<file path="config.mk">
export PLATFORM = sky130hd
export DESIGN_NAME = sqtm_out_skid
export DESIGN_NICKNAME = d
export VERILOG_FILES = /design/src/hw/rtl/sqtm_pkg.sv /design/src/hw/rtl/sqtm_out_skid.sv
export SDC_FILE = /design/constraint.sdc
export NUM_CORES = 1
export LEC_CHECK = 0
export ABC_AREA = 1
export ABC_CLOCK_PERIOD_IN_PS = 17500
export BUFFER_PORTS_ARGS = -buffer_cell sky130_fd_sc_hd__clkbuf_2
export CORE_MARGIN = 2
export CORE_UTILIZATION = 25
export DETAILED_ROUTE_END_ITERATION = 7
export GPL_ROUTABILITY_DRIVEN = 0
export MAX_ROUTING_LAYER = met4
export REMOVE_ABC_BUFFERS = 1
export SYNTH_ARGS = -nofsm -noshare
export SYNTH_HDL_FRONTEND = slang
export SYNTH_SLANG_ARGS = --single-unit
export TNS_END_PERCENT = 20
</file>
<file path="constraint.sdc">
create_clock -name clk -period 17.5 [get_ports clk]
set_input_delay 1.75 -clock clk [delete_from_list [all_inputs] [get_ports clk]]
set_output_delay 1.75 -clock clk [all_outputs]
set_load 0.05 [all_outputs]
</file>
<file path="src/hw/rtl/sqtm_pkg.sv">
// Package for the single-server queue tick model: sizing constants,
// the queue entry and result types shared by the top level and its parts.
// Depends on nothing.
`default_nettype none

package sqtm_pkg;

  localparam int QUEUE_DEPTH  = 16;
  localparam int SERVICE_BITS = 4;

  localparam int IN_SVC_W  = 4;
  localparam int SVC_EXT_W = (SERVICE_BITS > IN_SVC_W) ? SERVICE_BITS : IN_SVC_W;
  localparam int PTR_W     = (QUEUE_DEPTH > 1) ? $clog2(QUEUE_DEPTH) : 1;
  localparam int OCC_W     = $clog2(QUEUE_DEPTH + 1);
  localparam int TICK_W    = 32;
  localparam int CNT_W     = 32;
  localparam int SUM_W     = 48;
  localparam int QLEN_W    = 5;
  localparam int OCC_EXT_W = (OCC_W > QLEN_W) ? OCC_W : QLEN_W;

  typedef struct packed {
    logic [TICK_W-1:0]       arrive_tick;
    logic [SERVICE_BITS-1:0] service;
  } sqtm_entry_t;

  typedef struct packed {
    logic [QLEN_W-1:0] queue_length;
    logic [CNT_W-1:0]  arrived_total;
    logic [CNT_W-1:0]  served_total;
    logic [CNT_W-1:0]  turned_away_total;
    logic [SUM_W-1:0]  length_sum;
    logic [SUM_W-1:0]  wait_sum;
    logic              started_service;
  } sqtm_result_t;

endpackage

`default_nettype wire

</file>
<file path="src/hw/rtl/sqtm_out_skid.sv">
// Two-entry output buffer for the tick model's results, so that a new
// transaction can be taken while a finished result waits. Depends on sqtm_pkg.
`default_nettype none

module sqtm_out_skid (
  input  logic                   clk,
  input  logic                   rst_n,
  input  logic                   in_valid,
  output logic                   in_ready,
  input  sqtm_pkg::sqtm_result_t in_data,
  output logic                   out_valid,
  input  logic                   out_ready,
  output sqtm_pkg::sqtm_result_t out_data
);
  import sqtm_pkg::*;

  logic         out_valid_r, out_valid_nxt;
  logic         skid_valid_r, skid_valid_nxt;
  sqtm_result_t out_data_r, out_data_nxt;
  sqtm_result_t skid_data_r, skid_data_nxt;
  logic         take;
  logic         push;

  assign in_ready  = !skid_valid_r;
  assign out_valid = out_valid_r;
  assign out_data  = out_data_r;

  always_comb begin
    out_valid_nxt  = out_valid_r;
    skid_valid_nxt = skid_valid_r;
    out_data_nxt   = out_data_r;
    skid_data_nxt  = skid_data_r;
    take = out_valid_r && out_ready;
    push = in_valid && !skid_valid_r;
    if (push) begin
      if (!out_valid_r || take) begin
        out_valid_nxt = 1'b1;
        out_data_nxt  = in_data;
      end else begin
        skid_valid_nxt = 1'b1;
        skid_data_nxt  = in_data;
      end
    end else if (take) begin
      if (skid_valid_r) begin
        out_data_nxt   = skid_data_r;
        skid_valid_nxt = 1'b0;
      end else begin
        out_valid_nxt = 1'b0;
      end
    end
  end

  always_ff @(posedge clk) begin
    if (!rst_n) begin
      out_valid_r  <= 1'b0;
      skid_valid_r <= 1'b0;
    end else begin
      out_valid_r  <= out_valid_nxt;
      skid_valid_r <= skid_valid_nxt;
    end
  end

  always_ff @(posedge clk) begin
    out_data_r  <= out_data_nxt;
    skid_data_r <= skid_data_nxt;
  end

endmodule

`default_nettype wire

</file>
======== Word-level counts from Yosys, hierarchy flattened ========
Cells that the tools add are included.
storage, ports and cells
  flip-flop bits (word level) ............. 398
  bits in latches ......................... 0
  bits in writable memories ............... 0
  ROM bits ................................ 0
  input bits .............................. 202
  output and inout bits ................... 200
  logic and storage cells ................. 42
  memories kept ........................... 0
cells by class
  add/subtract/negate cells ............... 0
  $mul .................................... 0
  div/mod/pow operators ................... 0
  order comparisons ....................... 0
  equal/unequal tests ..................... 3
  shifts and indexed selects .............. 0
  multiplexer cells ....................... 11
  bitwise operators ....................... 1
  reduce and logical (&&, ||, !) cells .... 11
operator list
  kind                number
  $mux 198            4
  $mux 1              7
  $reduce_and 3->1    2
  $ne 2x1->1 const B  2
  $reduce_and 2->1    2
  $reduce_bool 2->1   2
  $logic_and 1x1->1   2
  $logic_not 1->1     2
  $ne 2x2->1 const B  1
  $logic_or 1x1->1    1
  $not 1->1           1

======== Depth between registers and ports, before layout ========
Gate-level depths: netlist of the first run.
  depth in word-level cells ............... 4
  gate-level depth with buffers ........... 7
  gate-level depth less buffers ........... 5

======== Least setup slack after synthesis of the first run ========
OpenSTA, ideal clock, no wires.
  path kind ............................... input -> register
  start ................................... input in_valid
  end ..................................... register out_data_r (netlist bit out_data[0]), enable pin
  data arrival time ....................... 11.654 ns
  required time ........................... 16.678 ns
  path slack .............................. 5.024 ns
  cell stages on the path ................. 4
  path buffers ............................ 2
  cell sequence ........................... nand2_1 -> buf_2 -> buf_2 -> a21oi_1
on the way
  longest elaborated chain between the ends .. 3
RTL lines
  what                                                                     line                 text
  from (decl)                                                              sqtm_out_skid.sv:8   input logic in_valid,
  $logic_and 1x1->1 (*)                                                    sqtm_out_skid.sv:34  push = in_valid && !skid_valid_r;
  $ne 2x1->1 (no source line) / $reduce_bool 2->1 (equally long branches)  n/a
  $reduce_and 3->1 (no source line) (*)                                    n/a
  to (signal assigned)                                                     sqtm_out_skid.sv:64  out_data_r <= out_data_nxt;
  to (decl)                                                                sqtm_out_skid.sv:19  sqtm_result_t out_data_r, out_data_nxt;
Mark *: on every way between the ends. The rest lies on a longest branch, timed or not.
A chain may end at the register's enable or synchronous reset.

======== Final worst setup path of the first run ========
  start ................................... input in_valid
  end ..................................... register out_data_r (netlist bit out_data[74]), enable pin
Same word-level chain as after synthesis.

==> qor.csv, run 1 <==
stage;metric;value;unit
place;PortBufs;401;
synthesis;share of flip-flops with an asynchronous set or reset;0;%
power_and_ir_drop;Clock Power Share;40.5;%
die;# rows;88;
synthesis;top_reg_cell synth;edfxtp_1;
worst_setup_path;R2R depth;5;
detailed_routing;post-detailed-route DRC marker count;0;
cts;Root Driver;clkbuf_16;
worst_setup_path;Worst EP required;17.68;ns
die;Die Wd;245;um
synthesis;top-count cell post-synth;nand2_1;
power_and_ir_drop;sequential share of power;47.5;%
timing;Worst slew margin;34.7;%
place;DP Area;17300;um2
power_and_ir_drop;switching pwr;627;uW
cts;post-CTS sizing;0;
synthesis;register area share after synthesis;82.4;%
status;status;completed;
die;DIE HEIGHT;245;um
detailed_routing;routed wire length;35.4;mm
power_and_ir_drop;power share of the combinational group;12.1;%
timing;Setup-failing EPs final;0;
power_and_ir_drop;Power Dens Cells;127;nW/um2
synthesis;Syn Inst Count;1054;
worst_setup_path;Setup CP Type;in -> reg;
die;Core Region;57500;um2
cts;Post-CTS Setup Bufs;0;
place;hpwl dp;22.8;mm
timing;f_max;228;MHz
timing;Tcrit/Tclk final;25.0;%
power_and_ir_drop;internal power;1.76;mW
final_layout;area grow syn2layout;30.1;%
flow_run;MaxCap Viol Count;0;
timing;Layout Skew;0.0140;ns
synthesis;mean area per synthesized cell;13.7;um2
detailed_routing;Via Count;8992;
global_route;first-pass GRT wire length;52.4;mm
cts;Clock transition at path regs;0.06;ns
detailed_routing;WL per Instance;15.6;um
min_path;Hold Crit Endpoint;out_data[20];
cts;TritonCTS buffer count;45;
timing;Slew Viols, Final;0;
worst_setup_path;crit end category;register;
die;Initial Util;25.2;%
timing;worst slew pin tran;0.979;ns
cts;TritonCTS clock tree;yes;
worst_setup_path;reg2reg start;skid_valid_r;
final_layout;post-route cell area;18800;um2
worst_setup_path;r2r endpoint;out_data[74];
cts;# hold bufs at CTS;0;
detailed_routing;1st-iter DRT viols;510;
place;worst slack, placed;12.47;ns
timing;Setup WS post-layout;13.12;ns
place;Cell Count Post-Placement;2185;
global_route;largest net degree at the start of global routing;199;
power_and_ir_drop;post-route total power;2.38;mW
global_route;vias in the first global route;9016;
die;IO Count;402;
synthesis;count of flip-flops with a built-in enable after synthesis;396;
die;die area;59800;um2
detailed_routing;Antenna Nets Post-Route;0;
final_layout;share of layout cells above drive strength 1;32.1;%
global_route;total congestion overflow;0;
synthesis;dominant cells by area after synthesis;edfxtp_1 82%, nand2_1 16%, buf_2 0.83%, buf_4 0.57%, dfxtp_1 0.28%;
power_and_ir_drop;maximum vdd drop;0.0657;mV
worst_setup_path;CP Launch Type;primary input;
synthesis;count of cell types in the netlist;11;
synthesis;synthesized cell area;14500;um2
cts;H-tree depth;2;
worst_setup_path;reg2reg setup slack;13.88;ns
synthesis;commonest cells in the netlist;601 x nand2_1, 396 x edfxtp_1, 24 x buf_2;
final_layout;Final #Nets;1669;
cts;CTS sink cnt;398;
synthesis;Ys Warns;0;
detailed_routing;1st-pass router iterations;7;
global_route;Tot GR Track Use;11.7;%
worst_setup_path;Max Fanout on Critical Path;63;
power_and_ir_drop;Sw Share;26.3;%
worst_setup_path;Arr. time, crit path;4.56;ns
timing;Setup TNS;0;ns
synthesis;flops & latches, synth;398;
synthesis;Yosys top cell area share;82.1;%
final_layout;final core occ;32.8;%
min_path;hold crit path type;reg -> reg;
global_route;number of antenna violations at the first check in global routing;3;
timing;Tmin final;4.38;ns
cts;clock latency on the worst-skew pair;0.55;ns
power_and_ir_drop;Lkg Pwr;8.00;nW
cts;clk buf depth;3;
synthesis;area leader, netlist;edfxtp_1;
detailed_routing;Via density;3.96;
timing;final hold violation count;0;
timing;hold slack;0.507;ns
min_path;HP Start;skid_data_r[20];
min_path;hold depth;2;
final_layout;Non-Filler Instances;2270;
worst_setup_path;crit path from;in_valid;
timing;RSZ-0062 raised after global routing;no;
critical path: stages:
cell	delay (ns)
clkbuf_2	0.11
nand2_4	0.39
a21oi_4	0.74
buf_4	0.76
buf_4	0.67
layout make-up:
type                            instances  area, um2
Sequential cell                       398      11900
Timing Repair Buffer                  409       2080
Antenna cell                            3       7.51
Fill cell                            5749      38600
Multi-Input combinational cell        606       2300
Inverter                                7       33.8
Tap cell                              765        957
Clock inverter                         28        310
Clock buffer                           54       1210
placed cells by master (no fill, tap or decap), types with 2 or more instances in the layout:
| master | n |
|---|---|
| buf_4 | 7 |
| clkinvlp_4 | 4 |
| inv_6 | 4 |
| dfxtp_1 | 2 |
| clkinv_2 | 6 |
| inv_1 | 6 |
| diode_2 | 3 |
| edfxtp_1 | 396 |
| clkbuf_16 | 47 |
| clkbuf_1 | 6 |
| clkbuf_2 | 401 |
| nand2_1 | 600 |
| bufinv_16 | 6 |
| clkinv_1 | 7 |
per-layer routing:
layer  global-route usage (%)  part of all wire, %
met1                     14.5                   42
met3                     4.05                  8.3
met2                     18.1                   47
met5                        -                    0
met4                     3.75                  2.5
cell families (layout without fill, tap and decap cells):
logic type / count (synthesis) / after routing / synth area share [%]
DFF: 398 / 398 / 82.4
buffers and inverters: 50 / 498 / 1.79
other: 0 / 3 / 0
AOI/OAI and AO/OA: 2 / 2 / 0.0691
and+or+nand+nor: 604 / 604 / 15.7
worst max-delay path by stage:
stage,endpoint,slack (ns),cells after the start
detailed placement,out_data[55],12.47,5
global placement,out_data[108],12.54,5
finish,out_data[74],13.12,5
CTS,out_data[8],13.06,5
floorplan,out_data[0],0.49,2
global route,out_data[191],12.81,5
power groups by stage:
stage               Sequential (mW)  Combinational [mW]  Clock (mW)
finish                         1.13               0.288       0.964
global route                   1.13               0.309        1.04
CTS                            1.13               0.292       0.999
detailed placement             1.15               0.292           0
global placement               1.15               0.288           0
floorplan                      1.30              0.0654           0
sequential cells by signal (all words and copies together), names as in the netlist:
signal,count
out_valid,1
skid_data_r,198
out_data,198
skid_valid_r,1
No activity file was read; power rests on OpenSTA's default activity.
==> inputs of run 2 (changes only) <==
Settings changed: ABC_CLOCK_PERIOD_IN_PS 17500 to 4500.
Clock period 17.5 ns to 4.5 ns, I/O delays scaled along.
==> run 2 against run 1 <==
Design area shrank 0.14%; clock-buffer cell count grew 2; critical path depth decreased by 1; critical endpoint is now out_data[19]; sequential share of layout area is 0.089 points higher; clock skew down 0.0022 ns; combinational power grew to 3.9 times the previous value; flip-flop and latch count unchanged; highest routed layer unchanged; worst setup slack worse by 11 ns.
==> qor.csv, run 2 (same netlist as run 1, synthesis figures left out) <==
stage;metric;value;unit;change
cts;H-tree depth;2;;unchanged
final_layout;commonest non-fill, non-tap cell in the layout;nand2_1;;
global_route;first-pass GRT wire length;52.8;mm;+0.79%
final_layout;Final #Nets;1668;;-0.060%
die;Core Region;57500;um2;unchanged
min_path;hold crit path type;in -> reg;;
die;Initial Util;25.2;%;unchanged
die;# rows;88;;unchanged
final_layout;area grow syn2layout;29.9;%;
detailed_routing;Antenna Nets Post-Route;0;;unchanged
worst_setup_path;Worst EP required;4.66;ns;-13.02 ns
die;die area;59800;um2;unchanged
die;DIE HEIGHT;245;um;unchanged
worst_setup_path;Setup CP Type;reg -> reg;;
min_path;hold depth;1;;-1
global_route;vias in the first global route;8962;;-0.60%
timing;hold slack;0.0935;ns;-0.413 ns
die;Die Wd;245;um;unchanged
worst_setup_path;crit end category;register;;
detailed_routing;1st-iter DRT viols;574;;+13%
final_layout;final core occ;32.7;%;-0.046 points
timing;Tmin final;2.52;ns;
status;status;completed;;
worst_setup_path;CP Launch Type;register;;
timing;final hold violation count;0;;unchanged
timing;RSZ-0062 raised after global routing;no;;
min_path;Hold Crit Endpoint;skid_data_r[165];;
worst_setup_path;R2R depth;4;;-1
cts;TritonCTS clock tree;yes;;
cts;# hold bufs at CTS;0;;unchanged
worst_setup_path;Slowest-stage cell, CP;nand2_4;;
worst_setup_path;CP max stage delay;0.50;ns;-0.26 ns
worst_setup_path;crit-path cells;inv_1 -> nand2_4 -> a21oi_4 -> buf_12;;
timing;Layout Skew;0.0118;ns;-0.00222 ns
timing;Setup TNS;0;ns;unchanged
place;DP Area;17300;um2;+0.22%
cts;Post-CTS Setup Bufs;0;;unchanged
detailed_routing;Via Count;9085;;+1.0%
final_layout;most frequent cells in the layout;600 x nand2_1, 401 x clkbuf_2, 396 x edfxtp_1;;
cts;TritonCTS buffer count;44;;-2.2%
cts;post-CTS sizing;0;;unchanged
power_and_ir_drop;post-route total power;9.19;mW;+290%
timing;Setup-failing EPs final;0;;unchanged
cts;Clock transition at path regs;0.07;ns;about the same
cts;Root Driver;clkbuf_16;;
detailed_routing;post-detailed-route DRC marker count;0;;unchanged
power_and_ir_drop;Power Dens Cells;489;nW/um2;+290%
min_path;HP Start;in_data[165];;
power_and_ir_drop;Lkg Pwr;7.98;nW;-0.27%
worst_setup_path;Top delay family on crit path;buffers and inverters;;
worst_setup_path;Arr. time, crit path;2.69;ns;-1.87 ns
global_route;Tot GR Track Use;11.7;%;about the same
global_route;total congestion overflow;0;;unchanged
place;hpwl dp;22.4;mm;-2.2%
global_route;number of antenna violations at the first check in global routing;3;;unchanged
detailed_routing;WL per Instance;15.5;um;-0.54%
timing;f_max;397;MHz;
worst_setup_path;crit path from;skid_valid_r;;
final_layout;post-route cell area;18800;um2;-0.14%
worst_setup_path;reg2reg start;skid_valid_r;;
worst_setup_path;reg2reg setup slack;1.98;ns;-11.90 ns
final_layout;share of layout cells above drive strength 1;31.8;%;-0.34 points
timing;worst slew pin tran;1.08;ns;+0.104 ns
cts;CTS sink cnt;398;;unchanged
timing;Worst slew margin;27.8;%;-6.9 points
cts;clock latency on the worst-skew pair;0.55;ns;about the same
place;PortBufs;401;;unchanged
power_and_ir_drop;maximum vdd drop;0.255;mV;+290%
detailed_routing;Via density;4.01;;+1.2%
detailed_routing;routed wire length;35.2;mm;-0.72%
timing;Slew Viols, Final;0;;unchanged
die;IO Count;402;;unchanged
worst_setup_path;r2r endpoint;out_data[19];;
timing;Tcrit/Tclk final;56.0;%;
detailed_routing;1st-pass router iterations;5;;-2
global_route;largest net degree at the start of global routing;199;;unchanged
worst_setup_path;Max Fanout on Critical Path;118;;+87%
worst_setup_path;Worst Path Buf+Inv;2;;-1
cts;clk buf depth;3;;unchanged
flow_run;MaxCap Viol Count;0;;unchanged
-- run 2: changes by cell type in the layout (fill, tap and decap cells not counted), sizes merged --
cell    before  now
clkinv      14   12
clkbuf     455  457
bufinv       6    7
diode        3    2
inv         11    7
-- run 2: worst max path at each step --
stage,to,slack [ns],cells after the start
5_1_grt,out_valid,1.68,6
6_report,out_data[19],1.98,4
3_5_place_dp,out_data[148],1.86,4
2_1_floorplan,out_data[0],-11.48,3
4_1_cts,out_data[137],1.95,4
3_3_place_gp,out_valid,1.92,6
-- run 2: metrics by stage --
step,std cells,setup slack [ns]
after floorplan,1011,-11.48
after global placement,2185,1.92
after detailed placement,2185,1.86
after CTS,2264,1.95
after global routing,2266,1.68
final,2266,1.98
-- run 2: worst reg2reg max path: stages, from the launching register on --
cell     delay, ns
dfxtp_1       0.35
inv_1         0.13
nand2_4       0.50
a21oi_4       0.46
buf_12        0.42
-- run 2: routing by layer --
layer	track usage, %	vias to the layer above	part of all wire [%]
li1	-	4396	-
met1	14.3	4305	42
met2	18.6	321	49
met3	3.61	63	7.3
met4	3.82	0	2.7
met5	-	-	0
-- run 2: layout make-up --
type / count / area [um2]
clock inverter: 23 / 294
tap: 765 / 957
multi-input combinational: 606 / 2300
timing repair buffer: 409 / 2120
fill: 5732 / 38700
antenna: 2 / 5.00
sequential: 398 / 11900
clock buffer: 56 / 1170
inverter: 7 / 33.8
-- run 2: where the power goes --
part | internal [mW] | total (mW) | switching (mW) | leakage (nW)
Clock | 2.23 | 3.67 | 1.44 | 0.702
Sequential | 4.33 | 4.39 | 0.0626 | 3.75
Combinational | 0.231 | 1.13 | 0.894 | 3.53
==> inputs of run 3 (changes only) <==
Settings changed: ABC_AREA 1 to 0, ABC_CLOCK_PERIOD_IN_PS 4500 to 2550.
Clock period 4.5 ns to 2.55 ns, I/O delays scaled along.
==> run 3 against run 2 <==
Sequential share of layout area shrank 8.9 points; combinational power rose by 140%; clock skew up 0.0078 ns; critical path type unchanged; critical endpoint is now out_data[131]; highest routed layer unchanged.
==> qor.csv, run 3 <==
stage;metric;value;unit;change
detailed_routing;1st-iter DRT viols;318;;-45%
final_layout;commonest non-fill, non-tap cell in the layout;clkbuf_2;;
power_and_ir_drop;Power Dens Cells;769;nW/um2;+57%
timing;Setup-failing EPs final;0;;unchanged
global_route;number of antenna violations at the first check in global routing;2;;-1
timing;Worst slew margin;73.5;%;+46 points
cts;Clock transition at path regs;0.06;ns;about the same
synthesis;synthesized cell area;15400;um2;+6.5%
global_route;total congestion overflow;0;;unchanged
cts;H-tree depth;2;;unchanged
synthesis;commonest cells in the netlist;396 x edfxtp_1, 198 x mux2_4, 22 x buf_12;;
power_and_ir_drop;post-route total power;16.8;mW;+83%
cts;TritonCTS clock tree;yes;;
timing;Setup TNS;0;ns;unchanged
worst_setup_path;reg2reg setup slack;0.49;ns;-1.49 ns
timing;f_max;485;MHz;+22%
synthesis;top-count cell post-synth;edfxtp_1;;
timing;Tcrit/Tclk final;80.8;%;+25 points
final_layout;area grow syn2layout;41.9;%;
power_and_ir_drop;maximum vdd drop;0.381;mV;+49%
synthesis;mean area per synthesized cell;24.5;um2;+78%
worst_setup_path;Arr. time, crit path;2.35;ns;-0.34 ns
global_route;vias in the first global route;9047;;+0.95%
detailed_routing;Via Count;8306;;-8.6%
die;DIE HEIGHT;252;um;+3.2%
power_and_ir_drop;Lkg Pwr;8.87;nW;+11%
place;PortBufs;401;;unchanged
timing;RSZ-0062 raised after global routing;no;;
worst_setup_path;Max Fanout on Critical Path;35;;-70%
synthesis;area leader, netlist;edfxtp_1;;
die;die area;63700;um2;+6.4%
power_and_ir_drop;internal power;12.4;mW;+82%
die;# rows;91;;+3.4%
synthesis;Syn Inst Count;630;;-40%
cts;CTS sink cnt;398;;unchanged
die;Die Wd;252;um;+3.2%
global_route;Tot GR Track Use;10.9;%;-0.90 points
detailed_routing;Antenna Nets Post-Route;0;;unchanged
power_and_ir_drop;Clock Power Share;37.1;%;-2.8 points
place;worst slack, placed;0.502;ns;-1.36 ns
timing;Setup WS post-layout;0.490;ns;-1.49 ns
die;Core Region;61400;um2;+6.8%
die;Initial Util;25.1;%;-0.057 points
detailed_routing;Via density;3.92;;-2.3%
final_layout;Final #Nets;1497;;-10%
min_path;hold crit path type;in -> reg;;
timing;final hold violation count;0;;unchanged
cts;clk buf depth;3;;unchanged
power_and_ir_drop;Sw Share;26.6;%;+0.56 points
global_route;largest net degree at the start of global routing;65;;-67%
synthesis;count of cell types in the netlist;15;;+4
place;hpwl dp;23.7;mm;+5.9%
power_and_ir_drop;switching pwr;4.48;mW;+87%
power_and_ir_drop;sequential share of power;46.6;%;-1.2 points
timing;hold slack;0.0742;ns;-0.0194 ns
timing;Slew Viols, Final;0;;unchanged
synthesis;flops & latches, synth;398;;unchanged
final_layout;most frequent cells in the layout;401 x clkbuf_2, 396 x edfxtp_1, 199 x dlygate4sd3_1;;
cts;TritonCTS buffer count;44;;unchanged
detailed_routing;1st-pass router iterations;4;;-1
synthesis;Yosys top cell area share;77.1;%;-5.0 points
timing;Tmin final;2.06;ns;-0.460 ns
die;IO Count;402;;unchanged
cts;Root Driver;clkbuf_16;;
detailed_routing;routed wire length;35.0;mm;-0.63%
synthesis;count of flip-flops with a built-in enable after synthesis;396;;unchanged
timing;worst slew pin tran;0.396;ns;-0.686 ns
detailed_routing;WL per Instance;16.5;um;+6.2%
timing;Layout Skew;0.0196;ns;+0.00778 ns
worst_setup_path;Setup CP Type;reg -> reg;;
worst_setup_path;CP Launch Type;register;;
worst_setup_path;Worst EP required;2.84;ns;-1.82 ns
synthesis;Ys Warns;0;;unchanged
worst_setup_path;crit end category;register;;
synthesis;share of flip-flops with an asynchronous set or reset;0;%;unchanged
synthesis;top_reg_cell synth;edfxtp_1;;
status;status;completed;;
final_layout;share of layout cells above drive strength 1;53.6;%;+22 points
detailed_routing;post-detailed-route DRC marker count;0;;unchanged
cts;clock latency on the worst-skew pair;0.56;ns;about the same
power_and_ir_drop;power share of the combinational group;16.3;%;+4.1 points
final_layout;final core occ;35.7;%;+2.9 points
synthesis;register area share after synthesis;77.4;%;-5.1 points
flow_run;MaxCap Viol Count;0;;unchanged
global_route;first-pass GRT wire length;51.6;mm;-2.2%
synthesis;dominant cells by area after synthesis;edfxtp_1 77%, mux2_4 19%, buf_12 2.9%, dfxtp_1 0.26%, nand2b_4 0.089%;;
run 3: cells by family after synthesis:
logic type             count (synthesis)  share of synthesized area (%)
AO/OA/AOI/OAI                          3                          0.138
buffers and inverters                 24                           2.90
flip-flops                           398                           77.4
AND/OR/NAND/NOR                        7                          0.316
multiplexers                         198                           19.3
run 3: final timing paths:
path                startpoint            end  cells after the start
hold reg to reg      out_valid      out_valid                      2
hold / removal        in_valid   skid_valid_r                      3
setup reg to reg  skid_valid_r  out_data[131]                      4
setup / recovery  skid_valid_r  out_data[131]                      4
run 3: final cells by class:
class / instances / area [um2]
fill: 5648 / 39500
sequential: 398 / 11900
timing repair buffer: 641 / 4480
multi-input combinational: 208 / 3060
clock buffer: 54 / 1200
tap: 790 / 988
clock inverter: 27 / 224
inverter: 2 / 7.51
antenna: 1 / 2.50
run 3: through the flow:
stage	area, um2	std cells
after floorplan	15000	608
after global placement	18500	1840
after detailed placement	18500	1840
after CTS	21900	2120
after global routing	21900	2120
final	21900	2121
run 3: critical path, stage by stage (launching register included):
cell	delay (ns)
dfxtp_1	0.44
nand2b_4	0.37
buf_12	0.34
buf_12	0.25
mux2_4	0.32
run 3: layer usage:
layer / track usage [%] / wire, um
met3: 3.22 / 2430
met2: 17.8 / 16900
met1: 12.7 / 14600
met5: - / 0
met4: 3.89 / 1040
run 3: power by group through the flow:
| stage | combinational (mW) | clock [mW] | sequential (mW) |
|---|---|---|---|
| 2_1_floorplan | 0.760 | 0 | 9.09 |
| 3_3_place_gp | 2.49 | 0 | 7.98 |
| 3_5_place_dp | 2.52 | 0 | 7.98 |
| 4_1_cts | 2.78 | 6.49 | 7.85 |
| 5_1_grt | 2.88 | 6.71 | 7.88 |
| 6_report | 2.75 | 6.24 | 7.84 |
run 3: repair_timing:
item	CTS	global route
hold buffers	199	0
buffers inserted	0	0
resized for setup	0	0
hold endpoints to repair	366	0
